**config.mk**
```make
export PLATFORM = sky130hd
export DESIGN_NAME = odometer_step_resampler
export DESIGN_NICKNAME = d
export VERILOG_FILES = /design/src/hdl/osr_pkg.sv /design/src/hdl/odometer_step_resampler.sv /design/src/hdl/osr_csr.sv /design/src/hdl/osr_div.sv
export VERILOG_INCLUDE_DIRS = /design/src /design/src/hdl
export SDC_FILE = /design/constraint.sdc
export NUM_CORES = 1
export LEC_CHECK = 0
export BUFFER_PORTS_ARGS = -buffer_cell sky130_fd_sc_hd__buf_4
export CORE_AREA = 4 4 339 341
export CTS_CLUSTER_DIAMETER = 200
export CTS_CLUSTER_SIZE = 10
export DETAILED_ROUTE_END_ITERATION = 10
export DIE_AREA = 0 0 343 345
export HOLD_SLACK_MARGIN = 0.1
export SETUP_SLACK_MARGIN = 0.2
export SLEW_MARGIN = 40
export SYNTH_ARGS = -nofsm -noshare
export SYNTH_HDL_FRONTEND = slang
export SYNTH_SLANG_ARGS = --single-unit
```
**constraint.sdc**
```tcl
create_clock -name clock -period 15.8 [get_ports clock]
set_input_delay 1.58 -clock clock [delete_from_list [all_inputs] [get_ports clock]]
set_output_delay 1.58 -clock clock [all_outputs]
set_load 0.02 [all_outputs]
```
**src/hdl/assert_macros.svh**
```systemverilog
// Assertion macros shared by the resampler RTL.
// No dependencies; taken in by `include where assertions are written.
`ifndef ASSERT_MACROS_SVH
`define ASSERT_MACROS_SVH

// Same-cycle implication, disabled while reset is high
`define OSR_ASSERT_IMP(label, clk, rst, ante, cons) \
   label: assert property (@(posedge clk) disable iff (rst) (ante) |-> (cons)) \
      else $error("osr assertion failed");

// Next-cycle implication, disabled while reset is high
`define OSR_ASSERT_NXT(label, clk, rst, ante, cons) \
   label: assert property (@(posedge clk) disable iff (rst) (ante) |=> (cons)) \
      else $error("osr assertion failed");

`endif

```
**src/hdl/osr_pkg.sv**
```systemverilog
// Package for the odometer step resampler: widths, register codes, sequencer
// states, control structs and small arithmetic helpers. No dependencies.
package osr_pkg;

   localparam int unsigned MAX_BLOCK_LEN = 4096;
   localparam int unsigned MAX_REPEAT    = 64;

   localparam int unsigned ODO_W     = 32;
   localparam int unsigned WORD_W    = 64;
   localparam int unsigned STEP_W    = 16;
   localparam int unsigned LEN_W     = 13;
   localparam int unsigned SLOT_W    = 12;
   localparam int unsigned ACC_W     = 32;
   localparam int unsigned COPY_W    = $clog2(MAX_REPEAT + 1);
   localparam int unsigned CSR_AW    = 4;
   localparam int unsigned CSR_DW    = 32;
   localparam int unsigned DIV_STEPS = ODO_W;
   localparam int unsigned DIV_CNT_W = $clog2(DIV_STEPS);

   localparam logic [STEP_W-1:0] STEP_RESET  = STEP_W'(1);
   localparam logic [LEN_W-1:0]  LEN_RESET   = LEN_W'(4096);
   localparam logic [ODO_W-1:0]  START_RESET = '0;

   typedef enum logic [1:0] {
      REG_STEP         = 2'd0,
      REG_BLOCK_LEN    = 2'd1,
      REG_RECORD_COUNT = 2'd2,
      REG_START_ODO    = 2'd3
   } osr_reg_type;

   typedef enum logic [2:0] {
      ST_IDLE,
      ST_DIFF,
      ST_DECIDE,
      ST_ACC_ADD,
      ST_ACC_ADJ,
      ST_DIV,
      ST_EMIT
   } osr_state_type;

   typedef struct packed {
      logic [STEP_W-1:0] step_length;
      logic [LEN_W-1:0]  block_length;
      logic [LEN_W-1:0]  record_count;
      logic              start_wr;
      logic [ODO_W-1:0]  start_value;
   } osr_cfg_type;

   typedef struct packed {
      logic              start;
      logic [ODO_W-1:0]  dividend;
      logic [STEP_W-1:0] divisor;
   } osr_div_req_type;

   typedef struct packed {
      logic              done;
      logic [ODO_W-1:0]  quotient;
      logic [STEP_W-1:0] remainder;
   } osr_div_rsp_type;

   function automatic logic [ACC_W-1:0] sat_add(input logic [ACC_W-1:0] a,
                                                 input logic [ACC_W-1:0] b);
      logic [ACC_W:0] sum;
      sum = {1'b0, a} + {1'b0, b};
      return sum[ACC_W] ? {ACC_W{1'b1}} : sum[ACC_W-1:0];
   endfunction

   function automatic logic [LEN_W-1:0] eff_len(input logic [LEN_W-1:0] blen);
      logic [LEN_W-1:0] len;
      len = blen;
      if (len == '0) begin
         len = LEN_W'(1);
      end
      if (len > LEN_W'(MAX_BLOCK_LEN)) begin
         len = LEN_W'(MAX_BLOCK_LEN);
      end
      return len;
   endfunction

endpackage

```
**src/hdl/odometer_step_resampler.sv**
```systemverilog
// Odometer step resampler: maps records onto slots spaced one step apart.
// Input channel req_*: one record (odometer reading, 64-bit word) per
// transaction. Output channel rsp_*: zero or more transactions per record,
// each a slot index, the record word and a flag on the final copy.
// Configuration through the csr_* APB-style port, written while idle;
// writing start_odometer starts a new block.
// Flow: after a record is accepted, its distance from the previous
// reading is formed; in pass-through mode it goes straight to the
// output, else a distance of one step goes to the output, a shorter one
// passes the accumulator add and adjust and may be dropped, and a longer
// one passes the bit-serial divider. Copies then leave one per cycle
// while the output is not stalled. req_stall stays high from acceptance
// until the final copy is in the output register or the record is
// dropped; the next record may be accepted while that copy still waits.
// A stalled output holds its register and pauses the copy sequence.
// Reset clears the registers to their defaults, the accumulator and slot
// counter to zero, and the output to empty.
// Depends on osr_pkg, osr_csr, osr_div and assert_macros.svh.
`include "assert_macros.svh"

module odometer_step_resampler (
   input  logic                       clock,
   input  logic                       reset,
   input  logic                       req_valid,
   output logic                       req_stall,
   input  logic [osr_pkg::ODO_W-1:0]  req_odometer,
   input  logic [osr_pkg::WORD_W-1:0] req_record_word,
   output logic                       rsp_valid,
   input  logic                       rsp_stall,
   output logic [osr_pkg::SLOT_W-1:0] rsp_slot,
   output logic [osr_pkg::WORD_W-1:0] rsp_payload,
   output logic                       rsp_last_copy,
   input  logic                       csr_psel,
   input  logic                       csr_penable,
   input  logic                       csr_pwrite,
   input  logic [osr_pkg::CSR_AW-1:0] csr_paddr,
   input  logic [osr_pkg::CSR_DW-1:0] csr_pwdata,
   output logic [osr_pkg::CSR_DW-1:0] csr_prdata,
   output logic                       csr_pready
);

   osr_pkg::osr_cfg_type     cfg;
   osr_pkg::osr_div_req_type div_req;
   osr_pkg::osr_div_rsp_type div_rsp;
   osr_pkg::osr_state_type   state_ff, state_in;

   logic [osr_pkg::ODO_W-1:0]  odo_ff, odo_in;
   logic [osr_pkg::WORD_W-1:0] word_ff, word_in;
   logic [osr_pkg::ODO_W-1:0]  dist_ff, dist_in;
   logic [osr_pkg::ODO_W-1:0]  prev_ff, prev_in;
   logic [osr_pkg::ACC_W-1:0]  acc_ff, acc_in;
   logic [osr_pkg::LEN_W-1:0]  nslot_ff, nslot_in;
   logic [osr_pkg::COPY_W-1:0] copies_ff, copies_in;
   logic                       rsp_valid_ff, rsp_valid_in;
   logic [osr_pkg::SLOT_W-1:0] rsp_slot_ff, rsp_slot_in;
   logic [osr_pkg::WORD_W-1:0] rsp_payload_ff, rsp_payload_in;
   logic                       rsp_last_ff, rsp_last_in;

   logic [osr_pkg::STEP_W-1:0] step_eff;
   logic [osr_pkg::LEN_W-1:0]  len_eff;
   logic [osr_pkg::LEN_W-1:0]  slot_cur;
   logic [osr_pkg::ODO_W-1:0]  step_wide;
   logic                       pass_mode;
   logic                       accept;
   logic                       out_free;
   logic                       emit;
   logic                       dist_eq, dist_lt;
   logic                       acc_ge;
   logic [osr_pkg::ACC_W:0]    acc_diff;
   logic                       quo_big;

   osr_csr u_csr (
      .clock       (clock),
      .reset       (reset),
      .csr_psel    (csr_psel),
      .csr_penable (csr_penable),
      .csr_pwrite  (csr_pwrite),
      .csr_paddr   (csr_paddr),
      .csr_pwdata  (csr_pwdata),
      .csr_prdata  (csr_prdata),
      .csr_pready  (csr_pready),
      .cfg         (cfg)
   );

   osr_div u_div (
      .clock (clock),
      .reset (reset),
      .req   (div_req),
      .rsp   (div_rsp)
   );

   assign step_eff  = (cfg.step_length == '0) ? osr_pkg::STEP_W'(1) : cfg.step_length;
   assign step_wide = osr_pkg::ODO_W'(step_eff);
   assign len_eff   = osr_pkg::eff_len(cfg.block_length);
   assign slot_cur  = (nslot_ff >= len_eff) ? (len_eff - 1'b1) : nslot_ff;
   assign pass_mode = (cfg.record_count == cfg.block_length);

   assign req_stall = (state_ff != osr_pkg::ST_IDLE);
   assign accept    = req_valid && !req_stall;
   assign out_free  = !rsp_valid_ff || !rsp_stall;

   assign dist_eq  = (dist_ff == step_wide);
   assign dist_lt  = (dist_ff < step_wide);
   assign acc_diff = {1'b0, acc_ff} - {1'b0, osr_pkg::ACC_W'(step_eff)};
   assign acc_ge   = !acc_diff[osr_pkg::ACC_W];
   assign quo_big  = (div_rsp.quotient > osr_pkg::ODO_W'(osr_pkg::MAX_REPEAT));

   // next state
   always_comb begin
      state_in = state_ff;
      case (state_ff)
         osr_pkg::ST_IDLE: begin
            if (accept) begin
               state_in = osr_pkg::ST_DIFF;
            end
         end
         osr_pkg::ST_DIFF: begin
            state_in = pass_mode ? osr_pkg::ST_EMIT : osr_pkg::ST_DECIDE;
         end
         osr_pkg::ST_DECIDE: begin
            if (dist_eq) begin
               state_in = osr_pkg::ST_EMIT;
            end else if (dist_lt) begin
               state_in = osr_pkg::ST_ACC_ADD;
            end else begin
               state_in = osr_pkg::ST_DIV;
            end
         end
         osr_pkg::ST_ACC_ADD: state_in = osr_pkg::ST_ACC_ADJ;
         osr_pkg::ST_ACC_ADJ: begin
            state_in = acc_ge ? osr_pkg::ST_IDLE : osr_pkg::ST_EMIT;
         end
         osr_pkg::ST_DIV: begin
            if (div_rsp.done) begin
               state_in = osr_pkg::ST_EMIT;
            end
         end
         osr_pkg::ST_EMIT: begin
            if (out_free && copies_ff == osr_pkg::COPY_W'(1)) begin
               state_in = osr_pkg::ST_IDLE;
            end
         end
         default: state_in = osr_pkg::ST_IDLE;
      endcase
   end

   // control outputs of the sequencer
   always_comb begin
      div_req.start    = 1'b0;
      div_req.dividend = dist_ff;
      div_req.divisor  = step_eff;
      emit             = 1'b0;
      case (state_ff)
         osr_pkg::ST_DECIDE: div_req.start = !dist_eq && !dist_lt;
         osr_pkg::ST_EMIT:   emit          = out_free;
         default: ;
      endcase
   end

   // datapath
   always_comb begin
      odo_in         = odo_ff;
      word_in        = word_ff;
      dist_in        = dist_ff;
      prev_in        = prev_ff;
      acc_in         = acc_ff;
      nslot_in       = nslot_ff;
      copies_in      = copies_ff;
      rsp_valid_in   = rsp_valid_ff && rsp_stall;
      rsp_slot_in    = rsp_slot_ff;
      rsp_payload_in = rsp_payload_ff;
      rsp_last_in    = rsp_last_ff;

      if (cfg.start_wr) begin
         prev_in  = cfg.start_value;
         acc_in   = '0;
         nslot_in = '0;
      end

      case (state_ff)
         osr_pkg::ST_IDLE: begin
            if (accept) begin
               odo_in  = req_odometer;
               word_in = req_record_word;
            end
         end
         osr_pkg::ST_DIFF: begin
            // a zero or backward move counts as one step
            dist_in   = (odo_ff > prev_ff) ? (odo_ff - prev_ff) : step_wide;
            prev_in   = odo_ff;
            copies_in = osr_pkg::COPY_W'(1);
         end
         osr_pkg::ST_DECIDE: begin
            if (dist_eq) begin
               acc_in    = '0;
               copies_in = osr_pkg::COPY_W'(1);
            end else if (dist_lt) begin
               // hold the shortfall for the accumulator add
               dist_in = osr_pkg::ODO_W'(step_eff - dist_ff[osr_pkg::STEP_W-1:0]);
            end
         end
         osr_pkg::ST_ACC_ADD: begin
            acc_in = osr_pkg::sat_add(acc_ff, dist_ff);
         end
         osr_pkg::ST_ACC_ADJ: begin
            if (acc_ge) begin
               acc_in = acc_diff[osr_pkg::ACC_W-1:0];
            end
            copies_in = osr_pkg::COPY_W'(1);
         end
         osr_pkg::ST_DIV: begin
            if (div_rsp.done) begin
               copies_in = quo_big ? osr_pkg::COPY_W'(osr_pkg::MAX_REPEAT)
                                   : div_rsp.quotient[osr_pkg::COPY_W-1:0];
               acc_in    = osr_pkg::sat_add(acc_ff, osr_pkg::ACC_W'(div_rsp.remainder));
            end
         end
         default: ;
      endcase

      if (emit) begin
         rsp_valid_in   = 1'b1;
         rsp_slot_in    = slot_cur[osr_pkg::SLOT_W-1:0];
         rsp_payload_in = word_ff;
         rsp_last_in    = (copies_ff == osr_pkg::COPY_W'(1));
         nslot_in       = slot_cur + 1'b1;
         copies_in      = copies_ff - 1'b1;
      end
   end

   always_ff @(posedge clock) begin
      if (reset) begin
         state_ff     <= osr_pkg::ST_IDLE;
         prev_ff      <= osr_pkg::START_RESET;
         acc_ff       <= '0;
         nslot_ff     <= '0;
         copies_ff    <= '0;
         rsp_valid_ff <= 1'b0;
      end else begin
         state_ff     <= state_in;
         prev_ff      <= prev_in;
         acc_ff       <= acc_in;
         nslot_ff     <= nslot_in;
         copies_ff    <= copies_in;
         rsp_valid_ff <= rsp_valid_in;
      end
   end

   always_ff @(posedge clock) begin
      odo_ff         <= odo_in;
      word_ff        <= word_in;
      dist_ff        <= dist_in;
      rsp_slot_ff    <= rsp_slot_in;
      rsp_payload_ff <= rsp_payload_in;
      rsp_last_ff    <= rsp_last_in;
   end

   assign rsp_valid     = rsp_valid_ff;
   assign rsp_slot      = rsp_slot_ff;
   assign rsp_payload   = rsp_payload_ff;
   assign rsp_last_copy = rsp_last_ff;

   `OSR_ASSERT_IMP(a_div_done_in_div, clock, reset, div_rsp.done, state_ff == osr_pkg::ST_DIV)
   `OSR_ASSERT_IMP(a_emit_has_copies, clock, reset, state_ff == osr_pkg::ST_EMIT, copies_ff != '0)
   `OSR_ASSERT_IMP(a_slot_bounded, clock, reset, 1'b1, nslot_ff <= osr_pkg::LEN_W'(osr_pkg::MAX_BLOCK_LEN))
   `OSR_ASSERT_NXT(a_diff_branches, clock, reset, state_ff == osr_pkg::ST_DIFF, state_ff == osr_pkg::ST_DECIDE || state_ff == osr_pkg::ST_EMIT)

endmodule

```
**src/hdl/osr_csr.sv**
```systemverilog
// Configuration registers of the odometer step resampler, APB-style port.
// Depends on osr_pkg.
module osr_csr (
   input  logic                       clock,
   input  logic                       reset,
   input  logic                       csr_psel,
   input  logic                       csr_penable,
   input  logic                       csr_pwrite,
   input  logic [osr_pkg::CSR_AW-1:0] csr_paddr,
   input  logic [osr_pkg::CSR_DW-1:0] csr_pwdata,
   output logic [osr_pkg::CSR_DW-1:0] csr_prdata,
   output logic                       csr_pready,
   output osr_pkg::osr_cfg_type       cfg
);

   logic [osr_pkg::STEP_W-1:0] step_ff, step_in;
   logic [osr_pkg::LEN_W-1:0]  blen_ff, blen_in;
   logic [osr_pkg::LEN_W-1:0]  rcount_ff, rcount_in;
   logic [osr_pkg::ODO_W-1:0]  start_ff, start_in;
   logic                       wr_en;
   osr_pkg::osr_reg_type       reg_sel;

   assign csr_pready = 1'b1;
   assign wr_en      = csr_psel & csr_penable & csr_pwrite;
   assign reg_sel    = osr_pkg::osr_reg_type'(csr_paddr[3:2]);

   always_comb begin
      step_in   = step_ff;
      blen_in   = blen_ff;
      rcount_in = rcount_ff;
      start_in  = start_ff;
      if (wr_en) begin
         case (reg_sel)
            osr_pkg::REG_STEP:         step_in   = csr_pwdata[osr_pkg::STEP_W-1:0];
            osr_pkg::REG_BLOCK_LEN:    blen_in   = csr_pwdata[osr_pkg::LEN_W-1:0];
            osr_pkg::REG_RECORD_COUNT: rcount_in = csr_pwdata[osr_pkg::LEN_W-1:0];
            osr_pkg::REG_START_ODO:    start_in  = csr_pwdata[osr_pkg::ODO_W-1:0];
            default: ;
         endcase
      end
   end

   always_comb begin
      case (reg_sel)
         osr_pkg::REG_STEP:         csr_prdata = osr_pkg::CSR_DW'(step_ff);
         osr_pkg::REG_BLOCK_LEN:    csr_prdata = osr_pkg::CSR_DW'(blen_ff);
         osr_pkg::REG_RECORD_COUNT: csr_prdata = osr_pkg::CSR_DW'(rcount_ff);
         osr_pkg::REG_START_ODO:    csr_prdata = osr_pkg::CSR_DW'(start_ff);
         default:                   csr_prdata = '0;
      endcase
   end

   always_ff @(posedge clock) begin
      if (reset) begin
         step_ff   <= osr_pkg::STEP_RESET;
         blen_ff   <= osr_pkg::LEN_RESET;
         rcount_ff <= osr_pkg::LEN_RESET;
         start_ff  <= osr_pkg::START_RESET;
      end else begin
         step_ff   <= step_in;
         blen_ff   <= blen_in;
         rcount_ff <= rcount_in;
         start_ff  <= start_in;
      end
   end

   // a start write also reloads the bookkeeping in the sequencer at the same edge
   assign cfg.step_length  = step_ff;
   assign cfg.block_length = blen_ff;
   assign cfg.record_count = rcount_ff;
   assign cfg.start_wr     = wr_en && (reg_sel == osr_pkg::REG_START_ODO);
   assign cfg.start_value  = csr_pwdata[osr_pkg::ODO_W-1:0];

endmodule

```
**src/hdl/osr_div.sv**
```systemverilog
// Restoring divider: 32-bit dividend by 16-bit divisor, one quotient
// bit per cycle. Depends on osr_pkg and assert_macros.svh.
`include "assert_macros.svh"

module osr_div (
   input  logic                     clock,
   input  logic                     reset,
   input  osr_pkg::osr_div_req_type req,
   output osr_pkg::osr_div_rsp_type rsp
);

   logic [osr_pkg::STEP_W-1:0]    rem_ff, rem_in;
   logic [osr_pkg::ODO_W-1:0]     quo_ff, quo_in;
   logic [osr_pkg::STEP_W-1:0]    dvs_ff, dvs_in;
   logic [osr_pkg::DIV_CNT_W-1:0] cnt_ff, cnt_in;
   logic                          busy_ff, busy_in;
   logic                          done_ff, done_in;
   logic [osr_pkg::STEP_W:0]      shifted;
   logic [osr_pkg::STEP_W:0]      trial;
   logic                          fits;

   assign shifted = {rem_ff, quo_ff[osr_pkg::ODO_W-1]};
   assign trial   = shifted - {1'b0, dvs_ff};
   assign fits    = shifted >= {1'b0, dvs_ff};

   always_comb begin
      rem_in  = rem_ff;
      quo_in  = quo_ff;
      dvs_in  = dvs_ff;
      cnt_in  = cnt_ff;
      busy_in = busy_ff;
      done_in = 1'b0;
      if (req.start && !busy_ff) begin
         rem_in  = '0;
         quo_in  = req.dividend;
         dvs_in  = req.divisor;
         cnt_in  = osr_pkg::DIV_CNT_W'(osr_pkg::DIV_STEPS - 1);
         busy_in = 1'b1;
      end else if (busy_ff) begin
         // shift in the next dividend bit, subtract when the divisor fits
         rem_in = fits ? trial[osr_pkg::STEP_W-1:0] : shifted[osr_pkg::STEP_W-1:0];
         quo_in = {quo_ff[osr_pkg::ODO_W-2:0], fits};
         if (cnt_ff == '0) begin
            busy_in = 1'b0;
            done_in = 1'b1;
         end else begin
            cnt_in = cnt_ff - 1'b1;
         end
      end
   end

   always_ff @(posedge clock) begin
      if (reset) begin
         busy_ff <= 1'b0;
         done_ff <= 1'b0;
         cnt_ff  <= '0;
      end else begin
         busy_ff <= busy_in;
         done_ff <= done_in;
         cnt_ff  <= cnt_in;
      end
   end

   always_ff @(posedge clock) begin
      rem_ff <= rem_in;
      quo_ff <= quo_in;
      dvs_ff <= dvs_in;
   end

   assign rsp.done      = done_ff;
   assign rsp.quotient  = quo_ff;
   assign rsp.remainder = rem_ff;

   `OSR_ASSERT_IMP(a_rem_below_divisor, clock, reset, done_ff, rem_ff < dvs_ff)

endmodule

```
==> out/summary.json, run 1 <==
{
  "syn-instance-count": 2680,
  "syn_to_final_growth_pct": 19.5,
  "synth_compound_gate_area_share_pct": 18.6,
  "min_path_type": "flip-flop to flip-flop",
  "crit_arrival_ps": 5500,
  "die_height_um": 345,
  "maxUsedRoutingLayer": "met4",
  "timing_hold_violations_final": 0,
  "critical_path.endpoint_type": "flip-flop",
  "floorplan.core_area_um2": 112000,
  "grt_pass1_wl_um": 119000,
  "max_stage_delay_ps": 690,
  "cts_setup_buffers": 0,
  "gp_congestion": 0.894,
  "drt-pass1-iter-count": 5,
  "synth-adder-area-share_pct": 8.43,
  "clk_pin_slew_ps": 60,
  "cts-root-buf": "clkbuf_16",
  "cts_inserted_buffers": 49,
  "synthesis.yosys.warnings": 0,
  "synth_mux_area_share_pct": 4.73,
  "achievable-frequency_ghz": 0.201,
  "postSynthAreaPerCell_um2": 9.56,
  "met3_length_um": 5060,
  "combPwrFrac_pct": 41.6,
  "clock_skews_ps": 37.1,
  "post_synth_instance_area_um2": 25600,
  "fp.dieW_um": 343,
  "areal_power_density_over_the_cells_nw_per_um2": 152,
  "total_leakage_power_uw": 0.0115,
  "cts.sinks": 438,
  "grt_pass1_vias": 20521,
  "synth_simple_gate_area_share_pct": 15.4,
  "finalSetupTns_ps": 0,
  "cp_top_family": "simple AND/OR/NAND/NOR gates",
  "antenna_violating_nets_post_route": 0,
  "clkPwrFrac_pct": 22.8,
  "timing.critical_path.buf_inv": 0,
  "setup.worst_path.start_class": "flip-flop",
  "crit_chain": "nor3_1, a41oi_1, nor2_1, ha_1, nand2b_1, a21o_1, a211oi_1, o31a_1, nor2_2, a21oi_1, ha_1, nand2_1, nor3_1, o22a_1, nand4b_1, xor2_1, o211ai_1",
  "cts_tree": "yes",
  "final_setup_slack_of_the_worst_path_ps": 10840,
  "post_route_cells_drive_above_1_share_pct": 15.0,
  "dominant_combinational_cell_family_by_area_after_synthesis": "compound AO/OA/AOI/OAI gates",
  "totalWireLength_um": 76500,
  "run_status": "finished clean",
  "rows": 123,
  "number_of_synthesized_flops_with_an_enable_pin": 253,
  "dr_total_vias": 21051,
  "synth_top_flop_cell": "edfxtp_1",
  "yosys_register_bits": 438,
  "grt_remaining_overflow": 0,
  "post_route_clock_period_utilization_pct": 31.4,
  "synth.distinct_cells": 92,
  "cts_resized": 0,
  "critical_path_class": "flip-flop to flip-flop",
  "worstSkewPairLatency_ps": 620,
  "design.die.area_um2": 118000,
  "routedLengthMet1_um": 32500,
  "grt_usage_pct": 12.4,
  "asyncSetResetFlopFracSynth_pct": 0,
  "power.internal_uw": 2850,
  "yosys.area_share.xor_xnor_pct": 4.41,
  "drv_cap": 0,
  "final-setup-viol-count": 0,
  "cts.htree.levels": 2,
  "io_pins": 251,
  "layout_min_cycle_time_ps": 4960,
  "clk_buf_depth": 3,
  "stdcell_area_um2": 30600,
  "worst_r2r_path_depth": 17,
  "dp_slack_ps": 10990,
  "timing_worst_slew_pin_value_ps": 813,
  "sequentialPowerShare_pct": 35.5,
  "grt_antenna_before_repair": 1,
  "p_sw_share_pct": 38.6,
  "cts-hold-fix-buffers": 0,
  "worst-endpoint-required_ps": 16330,
  "timing.critical_path.depth": 17,
  "seq_area_frac_synth_pct": 44.1,
  "post-route-drc-count": 0,
  "layout_commonest_cell": "nand2_1",
  "post_drt_via_cell_ratio": 4.77,
  "place.detailed.hpwl_um": 57200,
  "start_util_pct": 22.9,
  "largest_net_degree_at_the_start_of_global_routing": 71,
  "placed_area_um2": 29100,
  "design.final.nets": 3178,
  "first_iter_violations": 1730,
  "irDropWorstVdd_mv": 0.0923,
  "crit_fanout": 18,
  "port_buffers": 247,
  "layout_common_cells": "284 x nand2_1, 275 x buf_4, 253 x edfxtp_1",
  "synthesis.nets": 2988,
  "worst_path_max_delay_cell": "nor3_1",
  "rsz0062_at_grt": "false",
  "drv_slew": 0,
  "met2_wirelength_um": 36700,
  "net_switching_uw": 1790,
  "min_delay_path_depth": 0,
  "post_drt_wl_per_cell_um": 17.3,
  "relSlewSlack_pct": 45.8
}
## per-layer routing
metal,vias up,global-route usage [%]
li1,10255,-
met1,10016,15.6
met2,669,21.4
met3,111,2.48
met4,0,3.77
met5,-,0
## state kept, by name, indices dropped and copies added (netlist names), 3 cells and up
| signal | count |
|---|---|
| rsp_payload | 64 |
| word_ff | 64 |
| acc_ff | 32 |
| dist_ff | 32 |
| odo_ff | 32 |
| prev_ff | 32 |
| u_csr.start_ff | 32 |
| u_div.quo_ff | 32 |
| u_csr.step_ff | 16 |
| u_div.dvs_ff | 16 |
| u_div.rem_ff | 16 |
| nslot_ff | 13 |
| u_csr.blen_ff | 13 |
| u_csr.rcount_ff | 13 |
| rsp_slot | 12 |
| copies_ff | 7 |
| u_div.cnt_ff | 5 |
| state_ff | 3 |
## worst reg2reg max path, delay by kind of cell, from the launching register on
family | cells | cell delay (ps)
compound gates | 7 | 1870
simple gates | 7 | 1860
fa+ha+maj | 2 | 530
flops | 1 | 440
xor+xnor | 1 | 210
## cell type report
cell class	count	area, um2
fill	11829	81300
multi-input combinational	1967	13300
sequential	438	11300
timing repair buffer	282	2170
tap	1500	1880
clock buffer	86	1380
inverter	132	498
clock inverter	3	68.8
antenna	1	2.50
## path summary, 6_finish.rpt
path / slack [ps] / to / start
worst max-delay path: 10840 / nslot_ff[12] / u_csr.blen_ff[7]
worst min-delay path: 410 / rsp_payload[28] / word_ff[28]
worst max register to register: 10840 / nslot_ff[12] / u_csr.blen_ff[7]
worst min register to register: 410 / rsp_payload[28] / word_ff[28]
## per-stage QoR
stage / instances / total power, uW / hold WS, ps / util (%)
finish: 4409 / 4640 / 409 / 27.4
global route: 4408 / 4940 / 410 / 27.3
CTS: 4407 / 4650 / 408 / 27.3
detailed placement: 4318 / 3570 / 405 / 26.0
global placement: 4314 / 3530 / 400 / 25.9
floorplan: 2680 / 3070 / 400 / -
## cell usage after synthesis (9+ instances only)
cell,instances,area share [%]
a211oi_1,31,0.91
o211ai_1,26,0.76
or3_1,21,0.51
mux2_2,39,1.7
a221oi_1,11,0.38
nand2_1,284,4.2
o31ai_1,9,0.26
a21oi_1,222,4.3
a311oi_1,46,1.6
mux4_2,13,1.1
a22oi_1,9,0.26
xor2_1,57,1.9
nor3_1,61,1.2
mux2i_1,48,1.9
nor2_1,196,2.9
buf_2,9,0.18
nand4_1,22,0.54
nand3_1,62,1.2
inv_1,131,1.9
a22o_1,11,0.38
nor2b_1,30,0.73
clkbuf_1,111,1.6
edfxtp_1,253,30
nand2b_1,21,0.51
ha_1,163,8.0
and2_1,16,0.39
o21a_1,34,1.0
dfxtp_1,185,14
nor4_1,30,0.73
a31oi_1,36,0.88
o21bai_1,12,0.35
or2_2,11,0.27
xnor2_1,72,2.5
a21o_1,49,1.4
buf_1,16,0.23
and3_1,34,0.83
o21ai_0,150,2.9
a211o_1,9,0.31
## power groups by stage
stage	combinational [uW]	sequential (uW)	clock, uW
final	1930	1650	1060
after global routing	2140	1670	1130
after CTS	1910	1640	1090
after floorplan	1490	1590	0
after global placement	1860	1660	0
after detailed placement	1900	1670	0
## logic make-up after synthesis
kind of cell	Yosys count
AO/OA/AOI/OAI	739
XOR/XNOR	129
adder cells (fa/ha/maj)	169
buffers and inverters	275
flip-flops	438
multiplexers	100
other	1
AND/OR/NAND/NOR	829
Note: power is estimated with default switching activity, not from simulation.
==> inputs of run 2 (changes only) <==
--- a/config.mk
+++ b/config.mk
@@ -6,12 +6,13 @@
 export SDC_FILE = /design/constraint.sdc
 export NUM_CORES = 1
 export LEC_CHECK = 0
+export ABC_AREA = 1
 export BUFFER_PORTS_ARGS = -buffer_cell sky130_fd_sc_hd__buf_4
-export CORE_AREA = 4 4 339 341
+export CORE_AREA = 4 4 345 347
 export CTS_CLUSTER_DIAMETER = 200
 export CTS_CLUSTER_SIZE = 10
 export DETAILED_ROUTE_END_ITERATION = 10
-export DIE_AREA = 0 0 343 345
+export DIE_AREA = 0 0 349 351
 export HOLD_SLACK_MARGIN = 0.1
 export SETUP_SLACK_MARGIN = 0.2
 export SLEW_MARGIN = 40
==> constraint.sdc (replaced) <==
create_clock -name clock -period 4.4 [get_ports clock]
set_input_delay 0.44 -clock clock [delete_from_list [all_inputs] [get_ports clock]]
set_output_delay 0.44 -clock clock [all_outputs]
set_load 0.02 [all_outputs]
==> run 2 against run 1 <==
  * Clock skew is 3.9 ps lower
  * Via count up 14%
  * Clock power grew to 3.7 times the previous value
  * Critical path depth increased by 7
  * Sequential share of layout area is 2.4 points lower
  * Core utilization is 0.91 points higher
  * Synthesized area is 3.4% higher
  * Critical endpoint is now acc_ff[22]
  * Highest routed layer unchanged
==> out/summary.json, run 2 <==
{
  "min_delay_path_depth": 3,
  "net_switching_uw": 9520,
  "synthesis.yosys.warnings": 0,
  "synth.top_cells.by_count": "673 x nand2_1, 347 x inv_1, 316 x a21oi_1",
  "final_setup_slack_of_the_worst_path_ps": 534,
  "timing_worst_slew_pin_value_ps": 857,
  "rows": 125,
  "antenna_violating_nets_post_route": 0,
  "synthesis.nets": 3606,
  "clkPwrFrac_pct": 18.4,
  "cts_resized": 0,
  "timing.critical_path.buf_inv": 6,
  "crit_top_cell": "inv_1",
  "ant_diodes": 0,
  "syn_to_final_growth_pct": 23.6,
  "critical_path_class": "flip-flop to flip-flop",
  "post_drt_via_cell_ratio": 4.64,
  "drt-pass1-iter-count": 5,
  "drv_cap": 0,
  "run_status": "finished clean",
  "grt_remaining_overflow": 0,
  "combPwrFrac_pct": 50.6,
  "gp_congestion": 0.940,
  "post_route_cells_drive_above_1_share_pct": 12.4,
  "number_of_synthesized_flops_with_an_enable_pin": 253,
  "crit_fanout": 14,
  "post_route_clock_period_utilization_pct": 87.9,
  "cts-root-buf": "clkbuf_16",
  "postSynthAreaPerCell_um2": 8.03,
  "post-route-drc-count": 0,
  "place.detailed.hpwl_um": 64700,
  "worstSkewPairLatency_ps": 630,
  "drv_slew": 0,
  "cp_top_family": "simple AND/OR/NAND/NOR gates",
  "total_leakage_power_uw": 0.0133,
  "design.final.nets": 3942,
  "cts.htree.levels": 2,
  "floorplan.core_area_um2": 116000,
  "grt_usage_pct": 13.6,
  "most_area_consuming_cells_after_synthesis": "edfxtp_1 29%, dfxtp_1 14%, nand2_1 9.5%",
  "rsz0062_at_grt": "true",
  "relSlewSlack_pct": 42.3,
  "clk_buf_depth": 3,
  "critical_path.endpoint_type": "flip-flop",
  "dp_slack_ps": 528,
  "layout_min_cycle_time_ps": 3870,
  "netlist.top_cell.by_area": "edfxtp_1",
  "cts.sinks": 438,
  "seq_area_frac_synth_pct": 42.7,
  "post_synth_instance_area_um2": 26500,
  "syn-instance-count": 3298,
  "areal_power_density_over_the_cells_nw_per_um2": 641,
  "totalWireLength_um": 85800,
  "layout_common_cells": "672 x nand2_1, 343 x inv_1, 316 x a21oi_1",
  "synth_top_flop_cell": "edfxtp_1",
  "worst-endpoint-required_ps": 4880,
  "layout_commonest_cell": "nand2_1",
  "fp.dieW_um": 349,
  "clk_pin_slew_ps": 60,
  "die_height_um": 351,
  "irDropWorstVdd_mv": 0.369,
  "cts_tree": "yes",
  "finalSetupTns_ps": 0,
  "synth.distinct_cells": 70,
  "crit_arrival_ps": 4340,
  "port_buffers": 247,
  "worst_r2r_path_depth": 24,
  "grt_antenna_before_repair": 0,
  "max_stage_delay_ps": 400,
  "post_drt_wl_per_cell_um": 16.5,
  "timing_hold_violations_final": 0,
  "design.die.area_um2": 122000,
  "worst_path_max_delay_cell": "fa_1",
  "sequentialPowerShare_pct": 31.0,
  "timing.critical_path.depth": 24,
  "synth_top_area_share_pct": 28.7,
  "setup.worst_path.start_class": "flip-flop",
  "clock_skews_ps": 33.2,
  "min_path_type": "input pin to flip-flop",
  "cts_inserted_buffers": 49,
  "achievable-frequency_ghz": 0.259,
  "grt_pass1_wl_um": 133000,
  "asyncSetResetFlopFracSynth_pct": 0,
  "final-setup-viol-count": 0,
  "io_pins": 251,
  "first_iter_violations": 1875,
  "synthMostInstantiatedCell": "nand2_1",
  "p_sw_share_pct": 45.4,
  "yosys_register_bits": 438,
  "largest_net_degree_at_the_start_of_global_routing": 88,
  "dr_total_vias": 24094,
  "start_util_pct": 22.9,
  "power.internal_uw": 11500,
  "grt_pass1_vias": 23467,
  "crit_chain": "inv_1, nand4_1, nor2_1, a21oi_1, inv_1, ha_1, inv_1, fa_1, nand3_1, nand3_1, a21oi_2, o21ai_2, nand3_2, nand3_2, inv_2, nand3_2, inv_2, nand2_1, nand2_1, inv_1, a21oi_1, nand2_1, nor3_1, nor2_1"
}
[run 2: cell types whose count changed in the layout (fill, tap and decap cells not counted), moves of 35 or more]
cell           before  now
nand2_1           284  672
inv_1             130  343
dlygate4sd3_1       0  114
o21ai_0           147  259
nor2_1            191  294
a21oi_1           222  316
nand3_1            62  146
mux2i_1            48    0
a311oi_1           46    1
mux2_2             39    0
a21o_1             49   14
[run 2: cell families (layout without fill, tap and decap cells)]
kind of cell | Yosys count | count (layout) | synth area share [%]
compound gates | 780 | 780 | 16.5
simple gates | 1301 | 1301 | 21.3
buf+inv | 493 | 866 | 7.55
fa+ha+maj | 169 | 169 | 8.15
flops | 438 | 438 | 42.7
xor+xnor | 116 | 116 | 3.84
other cells | 1 | 1 | 0.0142
[run 2: final timing paths]
kind,start,slack (ps),end
setup / recovery,u_csr.step_ff[13],530,acc_ff[22]
hold / removal,csr_pwdata[3],120,u_csr.rcount_ff[3]
setup reg to reg,u_csr.step_ff[13],530,acc_ff[22]
hold reg to reg,word_ff[6],410,rsp_payload[6]
[run 2: cell type report]
cell class | instances | area (um2)
Sequential cell | 438 | 11300
Clock buffer | 85 | 1370
Fill cell | 12269 | 83100
Clock inverter | 3 | 80.1
Tap cell | 1524 | 1910
Timing Repair Buffer | 413 | 3480
Inverter | 365 | 1390
Multi-Input combinational cell | 2367 | 13200
[run 2: timing repair]
item / in CTS / in global routing
setup buffers: 0 / 0
hold buffers: 114 / 0
endpoints found under the hold margin: 114 / 0
endpoints found under the setup margin: 0 / 1
[run 2: worst register-to-register path: stages (launching register included)]
cell,delay (ps)
dfxtp_1,320
inv_1,220
nand4_1,160
nor2_1,170
a21oi_1,140
inv_1,120
ha_1,150
inv_1,60
fa_1,400
nand3_1,100
nand3_1,110
a21oi_2,230
o21ai_2,120
nand3_2,110
nand3_2,110
inv_2,90
nand3_2,90
inv_2,80
nand2_1,130
nand2_1,110
inv_1,230
a21oi_1,210
nand2_1,60
nor3_1,170
nor2_1,60
[run 2: metrics by stage]
stage | total power [uW] | area, um2 | cells | hold WS, ps | util, %
final | 21000 | 32800 | 5195 | 125 | 28.3
after global routing | 22600 | 32800 | 5195 | 129 | 28.3
after CTS | 21000 | 32700 | 5194 | 103 | 28.2
after detailed placement | 16900 | 30100 | 4992 | 405 | 26.0
after global placement | 16800 | 30100 | 4990 | 400 | 26.0
after floorplan | 14000 | 26500 | 3298 | 400 | -
[run 2: power by group through the flow]
| stage | clock [uW] | sequential, uW | combinational, uW |
|---|---|---|---|
| 6_report | 3870 | 6520 | 10600 |
| 5_1_grt | 4140 | 6610 | 11900 |
| 4_1_cts | 3970 | 6480 | 10500 |
| 3_5_place_dp | 0 | 6560 | 10400 |
| 3_3_place_gp | 0 | 6550 | 10300 |
| 2_1_floorplan | 0 | 6230 | 7800 |
[run 2: metal layers]
metal,part of all wire [%],vias up,global-route usage (%)
li1,-,11907,-
met1,43,11328,17.4
met2,48,730,23.6
met3,5.6,129,1.66
met4,3.4,0,4.74
met5,0,-,0
==> inputs of run 3 (changes only) <==
--- a/config.mk
+++ b/config.mk
@@ -7,7 +7,8 @@
 export NUM_CORES = 1
 export LEC_CHECK = 0
 export ABC_AREA = 1
-export BUFFER_PORTS_ARGS = -buffer_cell sky130_fd_sc_hd__buf_4
+export ABC_CLOCK_PERIOD_IN_PS = 4400
+export BUFFER_PORTS_ARGS = -buffer_cell sky130_fd_sc_hd__buf_2
 export CORE_AREA = 4 4 345 347
 export CTS_CLUSTER_DIAMETER = 200
 export CTS_CLUSTER_SIZE = 10
==> run 3 against run 2 <==
  * Clock skew down 7.6 ps
  * Non-clock buffer count up 5
  * First-iteration DRC count up 13%
  * Critical path type unchanged
  * Critical endpoint is now acc_ff[15]
==> out/summary.json, run 3 (synthesis results as in run 2) <==
{
  "worstSkewPairLatency_ps": 620,
  "setup.worst_path.start_class": "flip-flop",
  "crit_fanout": 7,
  "grt_usage_pct": 13.6,
  "timing_hold_violations_final": 0,
  "cts.sinks": 438,
  "gp_congestion": 0.904,
  "r2r_start": "u_csr.step_ff[15]",
  "first_iter_violations": 2117,
  "rrSetupSlack_ps": 580,
  "min_path_type": "input pin to flip-flop",
  "max_stage_delay_ps": 390,
  "grt_pass1_vias": 23801,
  "layout_common_cells": "670 x nand2_1, 341 x inv_1, 316 x a21oi_1",
  "io_pins": 251,
  "clock_skews_ps": 25.6,
  "clk_buf_depth": 3,
  "grt_remaining_overflow": 0,
  "layout_commonest_cell": "nand2_1",
  "whs_endpoint": "u_csr.start_ff[0]",
  "layout_min_cycle_time_ps": 3820,
  "drv_slew": 0,
  "rows": 125,
  "totalWireLength_um": 85800,
  "design.die.area_um2": 122000,
  "place.detailed.hpwl_um": 64700,
  "worst_path_max_delay_cell": "fa_1",
  "clk_pin_slew_ps": 70,
  "areal_power_density_over_the_cells_nw_per_um2": 651,
  "antenna_violating_nets_post_route": 0,
  "floorplan.core_area_um2": 116000,
  "reg2reg_to": "acc_ff[15]",
  "start_util_pct": 22.9,
  "critical_path.endpoint_type": "flip-flop",
  "run_status": "finished clean",
  "worst_r2r_path_depth": 25,
  "post-route-drc-count": 0,
  "crit_arrival_ps": 4280,
  "postLayoutCoreUtil_pct": 27.7,
  "port_buffers": 247,
  "dp_slack_ps": 489,
  "hp-start": "csr_pwdata[0]",
  "drv_cap": 0,
  "irDropWorstVdd_mv": 0.624,
  "rsz0062_at_grt": "false",
  "cts_inserted_buffers": 49,
  "crit_top_cell": "nand3_1",
  "achievable-frequency_ghz": 0.262,
  "dr_total_vias": 24091,
  "relSlewSlack_pct": 40.6,
  "fp.dieW_um": 349,
  "cts-root-buf": "clkbuf_16",
  "design.final.nets": 3948,
  "final-setup-viol-count": 0,
  "grt_antenna_before_repair": 2,
  "post_route_clock_period_utilization_pct": 86.8,
  "post_drt_wl_per_cell_um": 16.5,
  "largest_net_degree_at_the_start_of_global_routing": 63,
  "syn_to_final_growth_pct": 21.4,
  "min_delay_path_depth": 3,
  "final_setup_slack_of_the_worst_path_ps": 582,
  "drt-pass1-iter-count": 6,
  "die_height_um": 351,
  "cts_tree": "yes",
  "worst-endpoint-required_ps": 4860,
  "grt_pass1_wl_um": 134000,
  "post_drt_via_cell_ratio": 4.63,
  "placed_area_um2": 29500,
  "total_leakage_power_uw": 0.0131,
  "stdcell_area_um2": 32200,
  "critical_path_class": "flip-flop to flip-flop",
  "finalSetupTns_ps": 0,
  "timing_worst_slew_pin_value_ps": 883,
  "post_route_cells_drive_above_1_share_pct": 12.6,
  "cts.htree.levels": 2
}
-- run 3: changes by cell type in the layout (fill, tap and decap cells not counted), sizes merged --
cell / delta
buf: +4
clkbuf: +1
clkinv: +1
clkinvlp: +2
diode: +2
dlygate4sd3: +1
inv: -2
-- run 3: power breakdown --
| part | switching [uW] | leakage (uW) | internal [uW] |
|---|---|---|---|
| Combinational | 6910 | 0.00856 | 3650 |
| Sequential | 871 | 0.00385 | 5650 |
| Clock | 1750 | 0.000686 | 2120 |
-- run 3: what timing repair did --
| item | 4_1_cts | 5_1_grt |
|---|---|---|
| hold buffers | 115 | 0 |
| hold endpoints to repair | 117 | 0 |
| setup buffers | 0 | 4 |
| endpoints found under the setup margin | 0 | 14 |
| resized for setup | 0 | 9 |
-- run 3: stage by stage --
step           hold slack [ps]  total power, uW  cells
4_1_cts                    127            20900   5197
5_1_grt                    152            22600   5204
3_5_place_dp               405            16800   4993
3_3_place_gp               400            16700   4993
2_1_floorplan              400            14000   3298
6_report                   180            21000   5204
-- run 3: layer usage --
metal  global-route usage, %  share of wire [%]  wire [um]
met5                       0                  0          0
met1                    17.2                 43      37000
met3                    2.01                5.9       5040
met4                    5.17                3.9       3320
met2                    23.5                 47      40500
-- run 3: worst max path at each step --
stage	startpoint	endpoint
final	u_csr.step_ff[15]	acc_ff[15]
after global placement	u_csr.step_ff[3]	acc_ff[22]
after global routing	u_csr.step_ff[15]	acc_ff[22]
after detailed placement	u_csr.step_ff[3]	acc_ff[22]
after CTS	u_csr.step_ff[3]	acc_ff[22]
after floorplan	state_ff[1]	odo_ff[0]
-- run 3: area by class of cell --
| type | instances | area (um2) |
|---|---|---|
| Clock inverter | 3 | 80.1 |
| Timing Repair inverter | 1 | 7.51 |
| Clock buffer | 86 | 1380 |
| Tap cell | 1524 | 1910 |
| Timing Repair Buffer | 418 | 2840 |
| Sequential cell | 438 | 11300 |
| Antenna cell | 2 | 5.00 |
| Inverter | 365 | 1390 |
| Multi-Input combinational cell | 2367 | 13300 |
| Fill cell | 12449 | 83700 |
-- run 3: worst max-delay path, delay by kind of cell, from the launching register on --
| family | cells | cell delay (ps) |
|---|---|---|
| fa+ha+maj | 2 | 540 |
| compound gates | 4 | 630 |
| flops | 1 | 380 |
| buf+inv | 7 | 890 |
| simple gates | 12 | 1210 |
